--- src/rtl/core/periodic_priority_task_dispatcher_defines.svh ---
// ----------------------------------------------------------------------------
// Task dispatcher assertion macros
// Shared concurrent assertion helpers, compiled out when SYNTH is defined.
// ----------------------------------------------------------------------------
`ifndef PERIODIC_PRIORITY_TASK_DISPATCHER_DEFINES_SVH
`define PERIODIC_PRIORITY_TASK_DISPATCHER_DEFINES_SVH
`ifndef SYNTH
`define PPTD_ASSERT(lbl, clk, rst, prop) \
  lbl: assert property (@(posedge clk) disable iff (rst) (prop)) \
    else $error("pptd assertion failed");
`define PPTD_ASSERT_ALWAYS(lbl, clk, prop) \
  lbl: assert property (@(posedge clk) (prop)) else $error("pptd check failed");
`else
`define PPTD_ASSERT(lbl, clk, rst, prop)
`define PPTD_ASSERT_ALWAYS(lbl, clk, prop)
`endif
`endif

--- src/rtl/core/pptd_pkg.sv ---
// ----------------------------------------------------------------------------
// Task dispatcher package
// Sizes, codes and word types shared by the dispatcher files.
// ----------------------------------------------------------------------------
package pptd_pkg;

  localparam int MAX_TASKS    = 8;
  localparam int IDX_W        = (MAX_TASKS > 1) ? $clog2(MAX_TASKS) : 1;
  localparam int CNT_W        = $clog2(MAX_TASKS + 1);
  localparam int RESULT_LIMIT = 8;
  localparam int LIM_W        = $clog2(RESULT_LIMIT);
  localparam int QUEUE_DEPTH  = 2;

  typedef enum logic [2:0] {
    KIND_ADD    = 3'd0,
    KIND_REMOVE = 3'd1,
    KIND_ENABLE = 3'd2,
    KIND_TICK   = 3'd3,
    KIND_SCAN   = 3'd4,
    KIND_DONE   = 3'd5
  } kind_t;

  typedef enum logic [2:0] {
    ST_OK        = 3'd0,
    ST_PRESENT   = 3'd1,
    ST_FULL      = 3'd2,
    ST_NOT_FOUND = 3'd3,
    ST_NONE_DUE  = 3'd4
  } status_t;

  typedef struct packed {
    logic [2:0]  kind;
    logic [7:0]  task_id;
    logic [7:0]  priority_req;
    logic [31:0] period;
    logic        enable;
    logic [31:0] elapsed;
  } cmd_t;

  typedef struct packed {
    logic [2:0]  status;
    logic [7:0]  dispatch_id;
    logic        overrun;
    logic [31:0] now_tick;
    logic [31:0] dispatch_total;
    logic [31:0] overrun_total;
    logic        last;
  } rsp_t;

  typedef struct packed {
    logic [7:0]  handle;
    logic [7:0]  prio;
    logic [31:0] period;
    logic [31:0] last_run;
    logic        enabled;
  } entry_t;

  // queue handshake between front and back
  typedef struct packed {
    logic valid;
    cmd_t cmd;
  } q_t;

endpackage

--- src/rtl/core/pptd_cmd_if.sv ---
// ----------------------------------------------------------------------------
// Command channel
// Valid/ready channel carrying one request word.
// ----------------------------------------------------------------------------
interface pptd_cmd_if;
  logic        valid;
  logic        ready;
  logic [2:0]  kind;
  logic [7:0]  task_id;
  logic [7:0]  priority_req;
  logic [31:0] period;
  logic        enable;
  logic [31:0] elapsed;

  modport source (output valid, kind, task_id, priority_req, period, enable, elapsed,
                  input ready);
  modport sink (input valid, kind, task_id, priority_req, period, enable, elapsed,
                output ready);
endinterface

--- src/rtl/core/pptd_rsp_if.sv ---
// ----------------------------------------------------------------------------
// Response channel
// Valid/ready channel carrying one result word.
// ----------------------------------------------------------------------------
interface pptd_rsp_if;
  logic        valid;
  logic        ready;
  logic [2:0]  status;
  logic [7:0]  dispatch_id;
  logic        overrun;
  logic [31:0] now_tick;
  logic [31:0] dispatch_total;
  logic [31:0] overrun_total;
  logic        last;

  modport source (output valid, status, dispatch_id, overrun, now_tick, dispatch_total,
                  overrun_total, last, input ready);
  modport sink (input valid, status, dispatch_id, overrun, now_tick, dispatch_total,
                overrun_total, last, output ready);
endinterface

--- src/rtl/core/pptd_front.sv ---
// ----------------------------------------------------------------------------
// Dispatcher front end
// Accepts request words, drops unknown kinds, queues the rest.
// ----------------------------------------------------------------------------
module pptd_front
  import pptd_pkg::*;
(
  input  logic         clk,
  input  logic         rst,
  pptd_cmd_if.sink     cmd,
  input  logic         pop,
  output q_t           q
);

  localparam int QP_W = (QUEUE_DEPTH > 1) ? $clog2(QUEUE_DEPTH) : 1;
  localparam int QC_W = $clog2(QUEUE_DEPTH + 1);

  cmd_t            mem [QUEUE_DEPTH];
  logic [QP_W-1:0] wr_ptr;
  logic [QP_W-1:0] rd_ptr;
  logic [QC_W-1:0] count;
  logic            push;
  logic            known;
  logic            do_pop;

  assign cmd.ready = (count != QC_W'(QUEUE_DEPTH));
  assign known     = (cmd.kind <= KIND_DONE);
  assign push      = cmd.valid && cmd.ready && known;
  assign do_pop    = pop && (count != '0);
  assign q.valid   = (count != '0);
  assign q.cmd     = mem[rd_ptr];

  always_ff @(posedge clk) begin
    if (push) begin
      mem[wr_ptr] <= '{kind: cmd.kind, task_id: cmd.task_id,
                       priority_req: cmd.priority_req, period: cmd.period,
                       enable: cmd.enable, elapsed: cmd.elapsed};
    end
    if (rst) begin
      wr_ptr <= '0;
      rd_ptr <= '0;
      count  <= '0;
    end else begin
      if (push) begin
        wr_ptr <= (wr_ptr == QP_W'(QUEUE_DEPTH - 1)) ? '0 : wr_ptr + 1'b1;
      end
      if (do_pop) begin
        rd_ptr <= (rd_ptr == QP_W'(QUEUE_DEPTH - 1)) ? '0 : rd_ptr + 1'b1;
      end
      count <= count + QC_W'(push) - QC_W'(do_pop);
    end
  end

endmodule

--- src/rtl/core/pptd_back.sv ---
// ----------------------------------------------------------------------------
// Dispatcher back end
// Task table, request execution, scan walk and result register.
// ----------------------------------------------------------------------------
`include "periodic_priority_task_dispatcher_defines.svh"

module pptd_back
  import pptd_pkg::*;
(
  input  logic         clk,
  input  logic         rst,
  input  q_t           q,
  output logic         pop,
  pptd_rsp_if.source   rsp
);

  typedef enum logic { S_IDLE, S_SCAN } state_t;

  state_t           state;
  entry_t           tbl [MAX_TASKS];
  entry_t           up  [MAX_TASKS];
  entry_t           dn  [MAX_TASKS];
  logic [CNT_W-1:0] used;
  logic [31:0]      uptime;
  logic [31:0]      dispatches;
  logic [31:0]      overruns;
  logic [IDX_W-1:0] idx;
  logic [LIM_W-1:0] n;
  logic             o_valid;
  rsp_t             o;

  logic [MAX_TASKS-1:0] live, hit, due;
  logic             found;
  logic [IDX_W-1:0] slot;
  logic [CNT_W-1:0] pos;
  logic             any_due, rest_due, out_free, scan_last, ovr_hit;
  entry_t           new_e;
  cmd_t             c;

  assign c        = q.cmd;
  assign out_free = !o_valid || rsp.ready;

  always_comb begin
    found    = 1'b0;
    slot     = '0;
    pos      = used;
    rest_due = 1'b0;
    for (int k = MAX_TASKS - 1; k >= 0; k--) begin
      live[k] = (CNT_W'(k) < used);
      hit[k]  = live[k] && (tbl[k].handle == c.task_id);
      due[k]  = live[k] && tbl[k].enabled &&
                ((tbl[k].period == '0) || ((uptime - tbl[k].last_run) >= tbl[k].period));
      if (hit[k]) begin
        found = 1'b1;
        slot  = IDX_W'(k);
      end
      if (live[k] && (c.priority_req < tbl[k].prio)) begin
        pos = CNT_W'(k);
      end
      if (due[k] && (IDX_W'(k) > idx)) begin
        rest_due = 1'b1;
      end
    end
    any_due   = |due;
    scan_last = (n == LIM_W'(RESULT_LIMIT - 1)) || !rest_due;
    ovr_hit   = (tbl[slot].period != '0) && (c.elapsed > tbl[slot].period);
    new_e     = '{handle: c.task_id, prio: c.priority_req, period: c.period,
                  last_run: uptime, enabled: c.enable};
    up[0] = tbl[0];
    dn[MAX_TASKS-1] = tbl[MAX_TASKS-1];
    for (int k = 1; k < MAX_TASKS; k++) begin
      up[k]   = tbl[k-1];
      dn[k-1] = tbl[k];
    end
  end

  assign pop = q.valid && (state == S_IDLE) && out_free;

  always_ff @(posedge clk) begin
    if (rst) begin
      state      <= S_IDLE;
      used       <= '0;
      uptime     <= '0;
      dispatches <= '0;
      overruns   <= '0;
      o_valid    <= 1'b0;
      idx        <= '0;
      n          <= '0;
    end else begin
      if (rsp.ready) o_valid <= 1'b0;
      case (state)
        S_IDLE: begin
          if (pop) begin
            o_valid          <= 1'b1;
            o.status         <= ST_OK;
            o.dispatch_id    <= c.task_id;
            o.overrun        <= 1'b0;
            o.now_tick       <= uptime;
            o.dispatch_total <= dispatches;
            o.overrun_total  <= overruns;
            o.last           <= 1'b1;
            case (c.kind)
              KIND_ADD: begin
                if (used == CNT_W'(MAX_TASKS)) begin
                  o.status <= ST_FULL;
                end else if (found) begin
                  o.status <= ST_PRESENT;
                end else begin
                  for (int k = 0; k < MAX_TASKS; k++) begin
                    if (CNT_W'(k) == pos) tbl[k] <= new_e;
                    else if (CNT_W'(k) > pos && CNT_W'(k) <= used) tbl[k] <= up[k];
                  end
                  used <= used + 1'b1;
                end
              end
              KIND_REMOVE: begin
                if (!found) begin
                  o.status <= ST_NOT_FOUND;
                end else begin
                  for (int k = 0; k < MAX_TASKS; k++) begin
                    if (IDX_W'(k) >= slot) tbl[k] <= dn[k];
                  end
                  used <= used - 1'b1;
                end
              end
              KIND_ENABLE: begin
                if (!found) o.status <= ST_NOT_FOUND;
                else tbl[slot].enabled <= c.enable;
              end
              KIND_TICK: begin
                uptime        <= uptime + 1'b1;
                o.now_tick    <= uptime + 1'b1;
                o.dispatch_id <= '0;
              end
              KIND_SCAN: begin
                if (!any_due) begin
                  o.status      <= ST_NONE_DUE;
                  o.dispatch_id <= '0;
                end else begin
                  // results come from the walk
                  o_valid <= 1'b0;
                  state   <= S_SCAN;
                  idx     <= '0;
                  n       <= '0;
                end
              end
              KIND_DONE: begin
                if (!found) begin
                  o.status <= ST_NOT_FOUND;
                end else if (ovr_hit) begin
                  overruns        <= overruns + 1'b1;
                  o.overrun_total <= overruns + 1'b1;
                  o.overrun       <= 1'b1;
                end
              end
              default: o_valid <= 1'b0;
            endcase
          end
        end
        S_SCAN: begin
          if (!due[idx]) begin
            idx <= idx + 1'b1;
          end else if (out_free) begin
            tbl[idx].last_run <= uptime;
            dispatches       <= dispatches + 1'b1;
            o_valid          <= 1'b1;
            o.status         <= ST_OK;
            o.dispatch_id    <= tbl[idx].handle;
            o.overrun        <= 1'b0;
            o.now_tick       <= uptime;
            o.dispatch_total <= dispatches + 1'b1;
            o.overrun_total  <= overruns;
            o.last           <= scan_last;
            idx              <= idx + 1'b1;
            n                <= n + 1'b1;
            if (scan_last) state <= S_IDLE;
          end
        end
        default: state <= S_IDLE;
      endcase
    end
  end

  assign rsp.valid          = o_valid;
  assign rsp.status         = o.status;
  assign rsp.dispatch_id    = o.dispatch_id;
  assign rsp.overrun        = o.overrun;
  assign rsp.now_tick       = o.now_tick;
  assign rsp.dispatch_total = o.dispatch_total;
  assign rsp.overrun_total  = o.overrun_total;
  assign rsp.last           = o.last;

  `PPTD_ASSERT(a_used_bound, clk, rst, used <= CNT_W'(MAX_TASKS))
  `PPTD_ASSERT(a_scan_has_due, clk, rst, (state == S_SCAN) |-> (any_due && used != '0))
  `PPTD_ASSERT(a_no_pop_in_scan, clk, rst, (state == S_SCAN) |-> !pop)
  `PPTD_ASSERT(a_disp_step, clk, rst,
    (state == S_SCAN && due[idx] && out_free) |=> (dispatches == $past(dispatches) + 1))

endmodule

--- src/rtl/core/periodic_priority_task_dispatcher.sv ---
// ----------------------------------------------------------------------------
// Periodic priority task dispatcher
// Priority-ordered periodic task table with add/remove/enable/tick/scan/done.
// ----------------------------------------------------------------------------
// Usage:
//   cmd carries one request word per handshake (add, remove, set enable,
//   tick, scan, done). Unknown kinds are accepted and dropped.
//   rsp returns result words; a scan yields one word per dispatched task
//   (up to eight, last set on the final one) or a single none-due word.
// Request flow:
//   A request is taken into a two-word queue when offered while cmd.ready is high.
//   Non-scan requests are popped while the back end is idle and the result
//   register is free, execute in the back end and land in the result register.
//   A scan walks the table one entry per cycle, holding on a due entry while
//   the result is stalled; no new request is popped until the scan ends.
// Reset:
//   Synchronous rst empties the table, the queue and the result register
//   and clears uptime and both totals. No clearing pass is needed.
// Backpressure:
//   When rsp stalls the result register holds; the back end stops and the
//   queue fills, after which cmd.ready drops.
// ----------------------------------------------------------------------------
module periodic_priority_task_dispatcher
  import pptd_pkg::*;
(
  input  logic       clk,
  input  logic       rst,
  pptd_cmd_if.sink   cmd,
  pptd_rsp_if.source rsp
);

  q_t   q;
  logic pop;

  // front: accept and queue
  pptd_front u_front (
    .clk (clk),
    .rst (rst),
    .cmd (cmd),
    .pop (pop),
    .q   (q)
  );

  // back: table and result generation
  pptd_back u_back (
    .clk (clk),
    .rst (rst),
    .q   (q),
    .pop (pop),
    .rsp (rsp)
  );

endmodule
--- src/flat_wrapper.sv ---
// flat-port wrapper written by rule: the top's interface ports become plain ports
module periodic_priority_task_dispatcher_flat import pptd_pkg::*;
  (clk, rst, cmd_valid, cmd_kind, cmd_task_id, cmd_priority_req, cmd_period, cmd_enable, cmd_elapsed, cmd_ready, rsp_valid, rsp_status, rsp_dispatch_id, rsp_overrun, rsp_now_tick, rsp_dispatch_total, rsp_overrun_total, rsp_last, rsp_ready);
  pptd_cmd_if cmd_i ();
  pptd_rsp_if rsp_i ();
  input  logic clk;
  input  logic rst;
  input wire logic [$bits(cmd_i.valid)-1:0] cmd_valid;
  input wire logic [$bits(cmd_i.kind)-1:0] cmd_kind;
  input wire logic [$bits(cmd_i.task_id)-1:0] cmd_task_id;
  input wire logic [$bits(cmd_i.priority_req)-1:0] cmd_priority_req;
  input wire logic [$bits(cmd_i.period)-1:0] cmd_period;
  input wire logic [$bits(cmd_i.enable)-1:0] cmd_enable;
  input wire logic [$bits(cmd_i.elapsed)-1:0] cmd_elapsed;
  output wire logic [$bits(cmd_i.ready)-1:0] cmd_ready;
  output wire logic [$bits(rsp_i.valid)-1:0] rsp_valid;
  output wire logic [$bits(rsp_i.status)-1:0] rsp_status;
  output wire logic [$bits(rsp_i.dispatch_id)-1:0] rsp_dispatch_id;
  output wire logic [$bits(rsp_i.overrun)-1:0] rsp_overrun;
  output wire logic [$bits(rsp_i.now_tick)-1:0] rsp_now_tick;
  output wire logic [$bits(rsp_i.dispatch_total)-1:0] rsp_dispatch_total;
  output wire logic [$bits(rsp_i.overrun_total)-1:0] rsp_overrun_total;
  output wire logic [$bits(rsp_i.last)-1:0] rsp_last;
  input wire logic [$bits(rsp_i.ready)-1:0] rsp_ready;
  assign cmd_i.valid = cmd_valid;
  assign cmd_i.kind = cmd_kind;
  assign cmd_i.task_id = cmd_task_id;
  assign cmd_i.priority_req = cmd_priority_req;
  assign cmd_i.period = cmd_period;
  assign cmd_i.enable = cmd_enable;
  assign cmd_i.elapsed = cmd_elapsed;
  assign cmd_ready = cmd_i.ready;
  assign rsp_valid = rsp_i.valid;
  assign rsp_status = rsp_i.status;
  assign rsp_dispatch_id = rsp_i.dispatch_id;
  assign rsp_overrun = rsp_i.overrun;
  assign rsp_now_tick = rsp_i.now_tick;
  assign rsp_dispatch_total = rsp_i.dispatch_total;
  assign rsp_overrun_total = rsp_i.overrun_total;
  assign rsp_last = rsp_i.last;
  assign rsp_i.ready = rsp_ready;
  periodic_priority_task_dispatcher u_core (.clk(clk), .rst(rst), .cmd(cmd_i), .rsp(rsp_i));
endmodule
--- config.mk ---
export PLATFORM = sky130hd
export DESIGN_NAME = periodic_priority_task_dispatcher_flat
export DESIGN_NICKNAME = d
export VERILOG_FILES = /design/src/rtl/core/pptd_pkg.sv /design/src/rtl/core/pptd_cmd_if.sv /design/src/rtl/core/pptd_rsp_if.sv /design/src/rtl/core/pptd_front.sv /design/src/rtl/core/pptd_back.sv /design/src/rtl/core/periodic_priority_task_dispatcher.sv /design/src/flat_wrapper.sv
export VERILOG_INCLUDE_DIRS = /design/src /design/src/rtl/core
export SDC_FILE = /design/constraint.sdc
export NUM_CORES = 2
export LEC_CHECK = 0
export CORE_UTILIZATION = 55
export DETAILED_ROUTE_END_ITERATION = 10
export DONT_BUFFER_PORTS = 1
export HOLD_SLACK_MARGIN = 0.06
export PLACE_DENSITY = 0.7
export SYNTH_ARGS = -nofsm -noshare
export SYNTH_HDL_FRONTEND = slang
export SYNTH_SLANG_ARGS = --single-unit
--- constraint.sdc ---
create_clock -name clk -period 44.2 [get_ports clk]
set_clock_uncertainty 0.15 [all_clocks]
set_input_delay 0 -clock clk [delete_from_list [all_inputs] [get_ports clk]]
set_output_delay 0 -clock clk [all_outputs]
set_load 0.02 [all_outputs]
# Yosys cells after proc, flatten, opt, wreduce, memory -nomap -nowiden

Memory sizes are Yosys's and may differ from the RTL's. A register that Yosys moved wholly into a read port is not among the register bits.
Index checks and enable logic that the tools add are counted.

Register bits: 221
Latch bits: 0
Bits in writable memories: 816
ROM bits: 0
Bits of input ports: 88
Output and inout bits: 111
Memories kept: 2

Memory list:

| name               | depth | width | rd ports | clocked after Yosys merged registers in | wr ports | RTL line         | RTL |
|---|---|---|---|---|---|---|---|
| u_core.u_back.tbl  | 8     | 81    | 10       | 1                                       | 8        | pptd_back.sv:20  | `entry_t tbl [MAX_TASKS];` |
| u_core.u_front.mem | 2     | 84    | 1        | 1                                       | 1        | pptd_front.sv:18 | `cmd_t mem [QUEUE_DEPTH];` |

$add $sub $neg: 19
Multiply operators: 0
Divide/modulo/power cells: 0
Order comparisons: 59
Equal/unequal tests: 32
Shift-type cells: 0
Muxes and demuxes: 311
Bitwise operators: 18
Reductions and logical operators: 90

Operator list:

| cell                    | number |
|---|---|
| $mux W81                | 18 |
| $mux W109               | 3 |
| $ge A32 B32 Y1          | 8 |
| $logic_not A32 Y1       | 8 |
| $sub A32 B32 Y32        | 8 |
| $mux W1                 | 241 |
| $pmux W109 S2           | 1 |
| $reduce_or A81 Y1       | 2 |
| $mux W32                | 4 |
| $add A32 B1 Y32 const B | 3 |
| $eq A8 B8 Y1            | 8 |
| $lt A8 B8 Y1            | 8 |
| $mux W3                 | 21 |
| $logic_and A1 B1 Y1     | 54 |
| $mux W4                 | 11 |
| $gt A32 B32 Y1          | 1 |
| $reduce_bool A32 Y1     | 1 |
| $eq A3 B4 Y1 const A    | 4 |
| $gt A3 B4 Y1 const A    | 4 |
| $le A3 B4 Y1 const A    | 4 |
| $lt A3 B4 Y1 const A    | 4 |
| $or A1 B1 Y1            | 16 |
| $pmux W8 S2             | 1 |
| $ge A3 B3 Y1 const A    | 4 |
| other kinds (49)        | 92 |

# Logic depth before layout (Yosys ltp)

An unclocked memory read counts as a cell.

Word-level depth: 26
Gate-level depth with buffers: 34

# Cells and area by module

Synthesis repeated with hierarchy kept, for this count alone.

Cells, all modules: 7603
Area, all modules: 72449.5 um^2

By module, submodules not included:

| module     | times used | cells each | area an instance (um^2) |
|---|---|---|---|
| pptd_back  | 1          | 7311       | 66098.4 |
| pptd_front | 1          | 292        | 6351.1 |

# Least setup slack after synthesis

OpenSTA, ideal clock, no wires.

Kind: register to register
Start: reg u_core.u_back.uptime[1]
End: reg, netlist name u_core.u_back.rsp.dispatch_id[0]
Library setup time: 739 ps
Data arrival time: 13869 ps
Slack: 29443 ps
Cell stages (with the launch flop): 28
Buffers on the path: 1
Period minus slack after synthesis: 14757 ps
Cells stage by stage: dfxtp_1 -> ha_1 -> nor2b_1 -> o21ai_0 -> a21oi_1 -> o41ai_1 -> o21ai_0 -> o41a_1 -> a21o_1 -> o21bai_1 -> o211ai_1 -> a31oi_1 -> o21bai_1 -> a21oi_1 -> xnor2_1 -> ha_1 -> and4_1 -> nand2_1 -> or4_1 -> o2111ai_1 -> a41oi_1 -> o31ai_1 -> mux2i_1 -> o32a_1 -> clkbuf_1 -> a21oi_1 -> nor2_1 -> a211oi_1

Word-level cells in the longest chain between the ends: 8

RTL lines:

| what                                 | RTL line         | RTL |
|---|---|---|
| start: declaration                   | pptd_back.sv:24  | `logic [31:0] uptime;` |
| start signal: assignment             | pptd_back.sv:131 | `uptime <= uptime + 1'b1;` |
| $sub A32 B32 Y32                     | pptd_back.sv:52  | `((tbl[k].period == '0) \|\| ((uptime - tbl[k].last_run) >= tbl[k].period));` |
| $ge A32 B32 Y1                       | pptd_back.sv:52  |  |
| $logic_or A1 B1 Y1                   | pptd_back.sv:52  |  |
| $logic_and A1 B1 Y1                  | pptd_back.sv:51  | `due[k] = live[k] && tbl[k].enabled &&` |
| $bmux W1 S3 *                        | pptd_back.sv:161 | `if (!due[idx]) begin` |
| $mux W1 (not written as such) *      | pptd_back.sv:161 |  |
| $ne A2 B1 Y1 (no source line) *      | -                |  |
| $reduce_and A4 Y1 (no source line) * | -                |  |

Every way passes the cells marked *; elsewhere a longest branch is shown, timed or not. The select of a mux whose other input is x is not followed.
A chain may end at the register's enable or synchronous reset.

==> flow_metrics.env <==
export IMPL_hold_path_class="input port to flop"
export IMPL_synth_net_count=8263
export IMPL_power_density_nw_per_um2=34.2
export IMPL_dieHeight_um=363
export IMPL_crit_family="compound AO/OA/AOI/OAI gates"
export IMPL_clock_path_buffers=3
export IMPL_grt_max_degree=127
export IMPL_tns_ns=0
export IMPL_netlist_area_um2=71500
export IMPL_cts_sinks=1041
export IMPL_cts_tree="done"
export IMPL_grt_pass1_vias=58774
export IMPL_hold_viol=0
export IMPL_worstPathRequired_ns=44.39
export IMPL_initial_core_util_pct=55.8
export IMPL_rows=131
export IMPL_gp_congestion=1.07
export IMPL_yosys_area_top_type="edfxtp_1"
export IMPL_yosys_warnings=0
export IMPL_ys_ff_latch=1041
export IMPL_clkTransAtPathRegs_ns=0.06
export IMPL_ant_nets=0
export IMPL_fin_crit_sh_pct=23.6
export IMPL_use_met3_pct=9.47
export IMPL_drive_gt1_share_pct=6.62
export IMPL_grt_use_total_pct=40.2
export IMPL_max_stage_delay_ns=1.05
export IMPL_crit_top_cell="a21oi_1"
export IMPL_synth_area_top_cells="edfxtp_1 (39%), ha_1 (11%), o21ai_0 (4.4%), xnor2_1 (4.2%), inv_1 (3.7%)"
export IMPL_post_place_ws_ns=34.19
export IMPL_synth_seq_area_share_pct=42.1
export IMPL_drt_first_pass_iters=7
export IMPL_synth_cells=7561
export IMPL_coreArea_um2=128000
export IMPL_dieWidth_um=363
export IMPL_top_usage_layer="met2"
export IMPL_synth_common_cells="edfxtp_1 (925), inv_1 (714), nand2_1 (688), o21ai_0 (635), ha_1 (606)"
export IMPL_cap_violations=0
export IMPL_avgRoutedWirePerCell_um=28.6
export IMPL_synth_flop_cell="edfxtp_1"
export IMPL_clock_root_buffer="clkbuf_16"
export IMPL_yosysTopAreaCellShare_pct=38.9
export IMPL_cts_setup_buffers=0
export IMPL_arrival_ns=10.62
export IMPL_num_vias=62540
export IMPL_drt_iter0_drc=8768
export IMPL_hpwl_um=198000
export IMPL_syn_avg_cell_area_um2=9.45
export IMPL_cts_htree_levels=3
export IMPL_cp_max_fo=33
export IMPL_tightest_slew_ns=1.34
export IMPL_yosys_cell_types_count=94
export IMPL_placed_cells=9021
export IMPL_rsz0062_at_grt="no"
export IMPL_dpl_cell_area_um2=73400
export IMPL_antenna_found_initial=19
export IMPL_crit_buf_inv=2
export IMPL_io_pins=199
export IMPL_dieArea_um2=131000
export IMPL_slew_headroom_pct=10.9
export IMPL_finalPower_mw=2.71
export IMPL_final_cell_area_um2=79200
export IMPL_cts_buffers_inserted=114
export IMPL_period_needed_ns=10.43
export IMPL_synthMostInstantiatedCell="edfxtp_1"
export IMPL_gr_usage_met2_pct=62.7
export IMPL_setup_viol=0
export IMPL_status="finished, final reports clean"
export IMPL_leakagePower_nw=32.1
export IMPL_cp_slowest_cell="a2111oi_0"
export IMPL_area_growth_pct=10.8
export IMPL_worstSetupStartpointType="flop"
export IMPL_grt_overflow_total=0
export IMPL_route_detailed_drc=0
export IMPL_clk_insertion_delay_late_ns=0.79
export IMPL_fin_cells=9429
export IMPL_ys_async_sr_fraction_pct=0
export IMPL_finalWorstSetupSlack_ns=33.77
export IMPL_routed_wl_um=270000
export IMPL_grt_pass1_wl_um=390000
export IMPL_via_per_inst=6.63
export IMPL_slew_violations=0
export IMPL_io_buffers=0
export IMPL_path_class="flop to flop"
export IMPL_fin_nets=8285
export IMPL_max_freq_mhz=95.9
export IMPL_ir_drop_mv=0.0409
export IMPL_synth_edf_count=925
export IMPL_post_route_util_pct=61.8
export IMPL_critPathCaptureType="flop"
export IMPL_holdWs_ns=0.101
export IMPL_use_met1_pct=47.9
[cell usage in the layout, fill, tap and decap left out, types with 22 or more instances in the layout]
cell type | synthesis | routed
edfxtp_1 | 925 | 925
inv_1 | 714 | 709
nand2_1 | 688 | 686
o21ai_0 | 635 | 633
ha_1 | 606 | 606
nor2_1 | 506 | 503
a21oi_1 | 395 | 391
xnor2_1 | 341 | 341
o211ai_1 | 190 | 190
nor3_1 | 173 | 173
dlygate4sd3_1 | 0 | 173
a22oi_1 | 152 | 152
mux2i_1 | 150 | 150
a21o_1 | 125 | 124
clkbuf_16 | 0 | 116
buf_4 | 3 | 115
dfxtp_1 | 116 | 114
o22ai_1 | 112 | 111
nand4_1 | 108 | 108
nand3_1 | 108 | 107
nor4_1 | 96 | 94
nor2b_1 | 80 | 80
xor2_1 | 79 | 79
and3_1 | 71 | 71
o21a_1 | 68 | 68
a31oi_1 | 63 | 59
nand2b_1 | 47 | 46
mux2_2 | 46 | 46
o221ai_1 | 47 | 46
a211oi_1 | 46 | 44
a22o_1 | 40 | 40
or3_1 | 35 | 35
o21bai_1 | 35 | 35
or2_2 | 30 | 30
nand3b_1 | 29 | 29
and2_1 | 27 | 27
clkinv_2 | 0 | 25
a31o_2 | 23 | 22
[state kept, by name, indices dropped and copies added, names as in the netlist, 2 cells and up, named ones only]
register / count
u_core.u_front.count: 2
u_core.u_back.tbl: 648
u_core.u_back.used: 4
u_core.u_back.dispatches: 32
u_core.u_back.rsp.status: 3
u_core.u_front.mem: 168
u_core.u_back.overruns: 32
u_core.u_back.idx: 3
u_core.u_back.rsp.dispatch_total: 32
u_core.u_back.rsp.now_tick: 32
u_core.u_back.rsp.overrun_total: 32
u_core.u_back.n: 3
u_core.u_back.rsp.dispatch_id: 8
u_core.u_back.uptime: 32
[routing by layer]
metal	vias up	wire, um
met3	990	28300
li1	27815	-
met5	-	62
met2	4091	121000
met4	8	25200
met1	29636	95700
[report_power, final]
group / internal (mW) / switching [mW] / total (mW)
combinational: 0.170 / 0.302 / 0.472
sequential: 1.15 / 0.0540 / 1.20
clock: 0.596 / 0.440 / 1.04
total: 1.91 / 0.797 / 2.71
[worst register-to-register path, delay by kind of cell (launching register included)]
family	cells	cell delay (ns)
AND/OR/NAND/NOR	7	1.69
XOR/XNOR	1	0.19
buffers and inverters	2	0.58
adder cells (fa/ha/maj)	2	0.59
AO/OA/AOI/OAI	18	6.44
flip-flops	1	0.30
[final timing paths]
check	from	to	slack, ns	cells after the start
setup / recovery	u_core.u_back.uptime[1]	u_core.u_back.tbl[1][21]	33.77	30
hold reg to reg	u_core.u_back.n[1]	u_core.u_back.n[1]	0.33	2
hold / removal	rst	flop	0.10	3
setup reg to reg	u_core.u_back.uptime[1]	u_core.u_back.tbl[1][21]	33.77	30
[area by class of cell]
cell class / count / area [um2]
multi-input combinational: 5418 / 37500
sequential: 1041 / 30100
clock buffer: 135 / 3040
fill: 10822 / 49000
antenna: 16 / 40.0
inverter: 716 / 2690
timing repair buffer: 292 / 2680
tap: 1729 / 2160
clock inverter: 82 / 995
[cells by family after synthesis]
logic type                 count (synthesis)  share of synthesized area, %
xor gates and xnor gates                 420                          5.15
adders and majority gates                614                          10.8
buffers and inverters                   1102                          5.95
AOI/OAI and AO/OA                       2123                          19.0
DFF                                     1041                          42.1
and+or+nand+nor                         2039                          13.4
muxes                                    222                          3.59
[what timing repair did]
| action | CTS | global route |
|---|---|---|
| gates resized for setup | 0 | 0 |
| endpoints found under the hold margin | 442 | 0 |
| setup endpoints to repair | 0 | 0 |
| hold buffers | 174 | 0 |
Note: power is estimated with default switching activity, not from simulation.
